===== src/hw/rtl/tocm_ram.sv =====
`timescale 1ns / 1ps
`default_nettype none

// Simple dual-port RAM, one write port, one registered read port.
module tocm_ram #(
  parameter int WIDTH = 8,
  parameter int DEPTH = 32,
  parameter int AW    = (DEPTH > 1) ? $clog2(DEPTH) : 1
) (
  input  wire logic             clk_i,
  input  wire logic             we_i,
  input  wire logic [AW-1:0]    waddr_i,
  input  wire logic [WIDTH-1:0] wdata_i,
  input  wire logic [AW-1:0]    raddr_i,
  output logic      [WIDTH-1:0] rdata_o
);

  logic [WIDTH-1:0] mem [DEPTH];

  always_ff @(posedge clk_i) begin
    if (we_i) begin
      mem[waddr_i] <= wdata_i;
    end
    rdata_o <= mem[raddr_i];
  end

endmodule

`default_nettype wire


===== config.mk =====
export PLATFORM = sky130hd
export DESIGN_NAME = tocm_ram
export DESIGN_NICKNAME = d
export VERILOG_FILES = /design/src/hw/rtl/tocm_ram.sv
export SDC_FILE = /design/constraint.sdc
export NUM_CORES = 1
export LEC_CHECK = 0
export ABC_AREA = 1
export BUFFER_PORTS_ARGS = -buffer_cell sky130_fd_sc_hd__buf_2
export CAP_MARGIN = 5
export CORE_MARGIN = 2
export CORE_UTILIZATION = 55
export CTS_CLUSTER_SIZE = 40
export DETAILED_ROUTE_END_ITERATION = 8
export MAX_ROUTING_LAYER = met4
export PLACE_DENSITY = 0.72
export RECOVER_POWER = 25
export SKIP_LAST_GASP = 1
export SLEW_MARGIN = 20
export SYNTH_ARGS = -nofsm -noshare
export SYNTH_HDL_FRONTEND = slang
export SYNTH_SLANG_ARGS = --single-unit

===== constraint.sdc =====
create_clock -name clk_i -period 2.9 [get_ports clk_i]
set_input_delay 0.145 -clock clk_i [delete_from_list [all_inputs] [get_ports clk_i]]
set_output_delay 0.145 -clock clk_i [all_outputs]
set_load 0.005 [all_outputs]

## After elaboration in Yosys (flattened, before gate mapping)

Memory sizes are Yosys's and may differ from the RTL's. A register that Yosys moved wholly into a read port is not among the register bits.
Cells that the tools add are included.

| word-level totals | value |
|---|---|
| bits in writable memories | 256 |
| output and inout bits | 8 |
| memories kept | 1 |
| bits of input ports | 20 |
| word-level logic and storage cells | 3 |
| bits in registers | 0 |

Memory list:

| name | depth | bits a word | rd ports | clocked after memory_dff | wr ports | line | text |
|---|---|---|---|---|---|---|---|
| mem | 32 | 8 | 1 | 1 | 1 | 18 | `logic [WIDTH-1:0] mem [DEPTH];` |

| operators by class | value |
|---|---|
| muxes and demuxes | 2 |

Operators with widths:

| operator | number |
|---|---|
| 1-bit 2-to-1 mux | 2 |

## Longest topological paths before layout

Gate-level depths: netlist of the first run.

| depth | value |
|---|---|
| depth in word-level cells | 2 |
| depth in mapped cells | 11 |
| gate-level depth less buffers | 9 |

## Worst setup path before layout of the first run

OpenSTA, ideal clock, no wires.

| path | value |
|---|---|
| path type | input to register |
| start point | input waddr_i[0] |
| end point | memory mem[0][0], enable pin |
| stages | 3 |
| library setup time | 370 ps |
| required time | 2530 ps |
| setup slack | 1721 ps |
| arrival time | 809 ps |
| buffers on the path | 0 |
| path through | inv_1 > nand3_1 > nor2_1 |

RTL lines:

| item | line | text |
|---|---|---|
| from (decl) | 12 | `input wire logic [AW-1:0] waddr_i,` |
| to (decl) | 18 |  |

Straight into the memory's write port.

## Final worst setup path of the first run

| path | value |
|---|---|
| start point | input waddr_i[1] |
| end point | memory mem[1][2], enable pin |

Straight into the memory's write port.

==> results_dict.tcl, run 1 <==
set metrics [dict create \
    outcome "complete, but fails checks" \
    violations "capacitance limit, slew limit" \
    die-area_um2 20700 \
    cts_tree "done" \
    tns_ns 0 \
    place_inst 1168 \
    p_int_uw 6050 \
    cts.path.max_buffers 3 \
    grt_antenna_before_repair 0 \
    routed_wl_mm 23.9 \
    drc 0 \
    skew_ns 0.0107 \
    synth-seq-area-share_pct 72.8 \
    hold_slack_ns 0.158 \
    maxCapViolCount 3 \
    synth-edff-count 256 \
    final_max_slew_viol_count 99 \
    hold_class "in2reg" \
    synth_async_sr_flop_share_pct 0 \
    leakage_uw 0.00429 \
    areaGrowthSynthToFinish_pct 8.57 \
    setup_violations 0 \
    postCtsSetupRepairBufs 0 \
    timing.final.crit_share_pct 45.8 \
    p_sw_uw 1730 \
    wl_per_cell_um 19.7 \
    antenna_cells 0 \
    yosys_warnings 0 \
    num-nets-final 953 \
    num_rows 51 \
    rr_startpoint "mem[0][0]" \
    die_y_um 144 \
    fp.dieW_um 144 \
    netlist.area_leader.share_pct 71.3 \
    clock_latency_ns 0.52 \
    synth.most_common_cell "nand2_1" \
    start_util_pct 55.8 \
    h-tree-depth 1 \
    grt_max_degree 129 \
    worst_pin_slew_ns 1.65 \
    synth_cell_types 12 \
    postSynth.topFlopCell "edfxtp_1" \
    syn_area_per_cell_um2 11.7 \
    worstHoldStart "raddr_i[3]" \
    crit_path_max_fanout 8 \
    synthCells 922 \
    cts-root-buf "clkbuf_16" \
    clk_pin_slew_worst_paths_ns 0.06 \
    drtIter0Drc 702 \
    crit_buf_inv 2 \
    cp.arrival_ns 1.47 \
    gr-total-overflow 0 \
    synthTopCellsByCount "nand2_1, edfxtp_1, nand3_1" \
    crit_slowest_cell "nor2_1" \
    crit_family "simple AND/OR/NAND/NOR gates" \
    yosysTopAreaCell "edfxtp_1" \
    synthTopCellsByArea "edfxtp_1, nand2_1, nand3_1" \
    max_freq_ghz 0.753 \
    end_kind "register" \
    grt_setup_unrepaired "false" \
    cts_made_buffers 27 \
    final_cells 1216 \
    period_minus_slack_ns 1.33 \
    clkPwrFrac_pct 39.0 \
    io_pins 28 \
    grt_pass1_vias 6537 \
    dr_total_vias 6894 \
    routabilityCongestion 0.840 \
    drtPass1Iterations 5 \
    peakVddDrop_uv 432 \
    path_cells "buf_2 > inv_1 > nand3_1 > nor2_1" \
    hold_viol_final 0 \
    dp_hpwl_mm 13.4 \
    clkSinkCount 264 \
    switching_share_pct 22.2 \
    syn_nets 942 \
    port_buffers 27 \
    maxSlewHeadroom_pct -10.3 \
    power_frac_seq_pct 54.8 \
    pwr_density_cell_nw_per_um2 665 \
    critPathRequiredTime_ns 3.04 \
    core_area_um2 19300 \
    drtAntennaViolNets 0 \
    viasPerCell 5.67 \
    grt_usage_pct 24.2 \
    fillCellCount 1550 \
    grt_first_pass_wirelength_mm 36.7 \
    ys_seq_elements 264 \
    syn_area_um2 10800 \
    drive_gt1_share_pct 6.73 \
    criticalPathCategory "in2reg" \
    critical_path.max_stage_delay_ns 0.79 \
    crit_path_start "waddr_i[1]" \
    combPwrFrac_pct 6.2 \
    cp-start-kind "input port" \
]
## final cells by class
type | count | area (µm²) | area share, %
timing repair buffer | 34 | 236 | 2.02
sequential | 264 | 7850 | 67.0
clock buffer | 30 | 687 | 5.87
tap | 265 | 332 | 2.83
multi-input combinational | 596 | 2490 | 21.3
clock inverter | 17 | 77.6 | 0.662
inverter | 10 | 38.8 | 0.331
## cell usage in the layout (no fill, tap or decap)
master,n
nand2_1,360
clkbuf_1,8
clkinv_1,10
nor2_1,32
nand3_1,204
edfxtp_1,256
buf_4,3
dfxtp_1,8
clkinvlp_4,2
clkinv_2,6
clkbuf_16,27
dlygate4sd3_1,1
inv_1,8
buf_12,4
buf_2,21
inv_2,1
## metal layers
layer / GRT usage (%) / part of all wire [%] / up-vias
met2: 37.2 / 48 / 323
met5: - / 0 / -
li1: - / - / 3221
met4: 6.45 / 2.4 / 0
met1: 34.4 / 41 / 3299
met3: 3.84 / 8.5 / 51
## power groups by stage
stage / sequential (µW) / combinational [µW] / clock [µW]
3_5_place_dp: 4340 / 479 / 0
4_1_cts: 4260 / 482 / 3070
6_report: 4260 / 480 / 3040
5_1_grt: 4270 / 534 / 3220
2_1_floorplan: 4330 / 306 / 0
3_3_place_gp: 4340 / 470 / 0
## stage by stage
step	setup slack [ns]	instance area, µm²	util (%)	total power [µW]
after floorplan	1.72	10800	-	4640
after global placement	1.05	10900	56.6	4810
after detailed placement	0.977	10900	56.6	4820
after CTS	1.56	11700	60.6	7820
after global routing	1.46	11700	60.6	8020
final	1.57	11700	60.6	7780
## worst min-delay path: stages
cell,delay (ns)
buf_2,0.23
nand2_1,0.11
nand2_1,0.04
nand2_1,0.06
nand2_1,0.04
## cell families (layout without fill, tap and decap cells)
logic type | after synthesis | after routing | share of synthesized area [%]
DFF | 264 | 264 | 72.8
buffers and inverters | 62 | 91 | 4.14
and+or+nand+nor | 596 | 596 | 23.1
## timing repair
action	4_1_cts	5_1_grt
gates resized for setup	0	0
hold buffers	1	0
endpoints found under the hold margin	8	0
endpoints found under the setup margin	0	0
## worst paths after layout
kind | endpoint | slack (ns) | cells after the start
worst max-delay path | mem[1][2] | 1.57 | 4
worst max register to register | rdata_o[0] | 1.72 | 8
worst min-delay path | rdata_o[3] | 0.16 | 5
worst min register to register | rdata_o[3] | 0.76 | 8
## state kept, by name, indices dropped and copies added (netlist names)
| register | cells |
|---|---|
| mem | 256 |
| rdata_o | 8 |
(Power assumes the default switching activity.)
==> inputs of run 2 (changes only) <==
--- a/config.mk
+++ b/config.mk
@@ -13,7 +13,7 @@
 export CTS_CLUSTER_SIZE = 40
 export DETAILED_ROUTE_END_ITERATION = 8
 export MAX_ROUTING_LAYER = met4
-export PLACE_DENSITY = 0.72
+export PLACE_DENSITY = 0.74
 export RECOVER_POWER = 25
 export SKIP_LAST_GASP = 1
 export SLEW_MARGIN = 20
==> constraint.sdc (replaced) <==
create_clock -name clk_i -period 1.1 [get_ports clk_i]
set_input_delay 0.055 -clock clk_i [delete_from_list [all_inputs] [get_ports clk_i]]
set_output_delay 0.055 -clock clk_i [all_outputs]
set_load 0.005 [all_outputs]
==> results_dict.tcl, run 2 (synthesized netlist as in run 1, its figures left out) <==
set metrics [dict create \
    p_int_uw 17600 \
    drtPass1Iterations 7 \
    fillCellCount 1352 \
    io_pins 28 \
    cts.path.max_buffers 3 \
    pwr_density_cell_nw_per_um2 1720 \
    criticalPathCategory "reg2reg" \
    postCtsSetupRepairBufs 0 \
    cp-start-kind "register" \
    tns_ns -0.0235 \
    wl_per_cell_um 19.8 \
    registers.top_by_ff_count "mem" \
    switching_share_pct 21.1 \
    layout_common_cells "nand2_1, edfxtp_1, nand3_1" \
    final_common_cell "nand2_1" \
    cts-root-buf "clkbuf_16" \
    grt_first_pass_wirelength_mm 39.5 \
    routed_wl_mm 25.5 \
    fp.dieW_um 144 \
    antenna_cells 0 \
    grt_antenna_before_repair 0 \
    drtAntennaViolNets 0 \
    start_util_pct 55.8 \
    clk_pin_slew_worst_paths_ns 0.06 \
    routabilityCongestion 0.873 \
    end_kind "register" \
    outcome "complete, but fails checks" \
    critPathRequiredTime_ns 1.52 \
    maxSlewHeadroom_pct 46.1 \
    largest_reg_flops 256 \
    clock_latency_ns 0.53 \
    violations "setup timing" \
    dp_hpwl_mm 15.7 \
    viasPerCell 5.65 \
    crit_slowest_cell "edfxtp_1" \
    grt_pass1_vias 7151 \
    final_max_slew_viol_count 0 \
    drive_gt1_share_pct 23.2 \
    power_frac_seq_pct 50.5 \
    h-tree-depth 1 \
    dp_slack_ns -0.209 \
    skew_ns 0.00801 \
    total_power_uw 22300 \
    clkSinkCount 264 \
    maxCapViolCount 0 \
    setup_violations 2 \
    die_y_um 144 \
    cp_common_cell "nand2_2" \
    utilization_pct 66.9 \
    cp.arrival_ns 1.54 \
    grt_usage_pct 26.1 \
    core_area_um2 19300 \
    leakage_uw 0.00492 \
    peakVddDrop_uv 1410 \
    drtIter0Drc 972 \
    num_rows 51 \
    dr_total_vias 7278 \
    critical_path.max_stage_delay_ns 0.36 \
    max_freq_ghz 0.894 \
    clkPwrFrac_pct 42.4 \
    grt_setup_unrepaired "true" \
    num-nets-final 1026 \
    crit_path_max_fanout 1 \
    hold_viol_final 0 \
    die-area_um2 20700 \
    drc 0 \
    cts_made_buffers 26 \
    cts_tree "done" \
    port_buffers 27 \
    path_cells "nand2_1 > nand3_1 > nand3_2 > nand2_2 > nand2_2 > nand2_2 > nand2_2 > nand2_2" \
    combPwrFrac_pct 7.1 \
    hold_class "in2reg" \
    grt_max_degree 50 \
    fin_ws_ns -0.0192 \
    timing.final.crit_share_pct 102 \
    reg.largest.list "mem x256, rdata_o x8" \
    p_sw_uw 4710 \
    hold_slack_ns 0.123 \
    worst_pin_slew_ns 0.809 \
    period_minus_slack_ns 1.12 \
    gr-total-overflow 0 \
    areaGrowthSynthToFinish_pct 19.9 \
]
==> run 2: cell types whose count changed in the layout (fill, tap and decap cells not counted), moves of 3 or more <==
| cell | delta |
|---|---|
| bufinv_16 | +6 |
| nand3_1 | -56 |
| clkinv_2 | -3 |
| nand3_2 | +56 |
| nand2_1 | -32 |
| buf_12 | +11 |
| buf_4 | +61 |
| dfxtp_1 | -4 |
| nand2_2 | +32 |
| clkinv_1 | -5 |
| dfxtp_2 | +4 |
| clkbuf_2 | +7 |
| clkbuf_1 | -6 |
==> run 2: layout make-up <==
type | count | area, µm² | area share [%]
multi-input cells | 596 | 2850 | 22.1
flip-flops and latches | 264 | 7850 | 60.7
repair buffers | 108 | 941 | 7.28
inverters | 10 | 38.8 | 0.300
well taps | 265 | 332 | 2.56
clock inverters | 16 | 233 | 1.80
clock buffers | 29 | 683 | 5.28
==> run 2: repair_timing <==
| item | 4_1_cts | 5_1_grt |
|---|---|---|
| endpoints found under the hold margin | 8 | 1 |
| endpoints found under the setup margin | 9 | 8 |
| pin swaps | 14 | 61 |
| gates resized for setup | 8 | 84 |
| hold buffers | 2 | 1 |
==> run 2: worst paths after layout <==
path                            cells past startpoint          to  slack (ns)  startpoint
worst max-delay path                                8  rdata_o[7]       -0.02  mem[18][7]
worst min-delay path                                6  rdata_o[5]        0.12  raddr_i[3]
worst max register to register                      8  rdata_o[7]       -0.02  mem[18][7]
worst min register to register                      8  rdata_o[3]        0.76  mem[24][3]
==> run 2: power by group through the flow <==
stage                     logic, µW  clock network, µW  registers, µW
final                          1590               9440          11200
after global routing           1740               9960          11200
after CTS                      1460               9540          11200
after detailed placement       1430                  0          11400
after global placement         1400                  0          11400
after floorplan                 806                  0          11400
==> run 2: through the flow <==
| stage | cells | cell area, µm² |
|---|---|---|
| finish | 1288 | 12900 |
| global route | 1288 | 12900 |
| CTS | 1287 | 12600 |
| detailed placement | 1240 | 11600 |
| global placement | 1240 | 11600 |
| floorplan | 922 | 10800 |
==> run 2: layer usage <==
| layer | share of wire [%] | GRT usage (%) | up-vias |
|---|---|---|---|
| met2 | 49 | 41.3 | 343 |
| met3 | 8.0 | 3.94 | 59 |
| met4 | 2.3 | 7.38 | 0 |
| met5 | 0 | - | - |
| li1 | - | - | 3367 |
| met1 | 41 | 35.8 | 3509 |
==> run 2: worst max-delay path, delay by kind of cell (launching register included) <==
kind	cells	cell delay (ns)
AND/OR/NAND/NOR	8	0.65
flip-flops	1	0.36
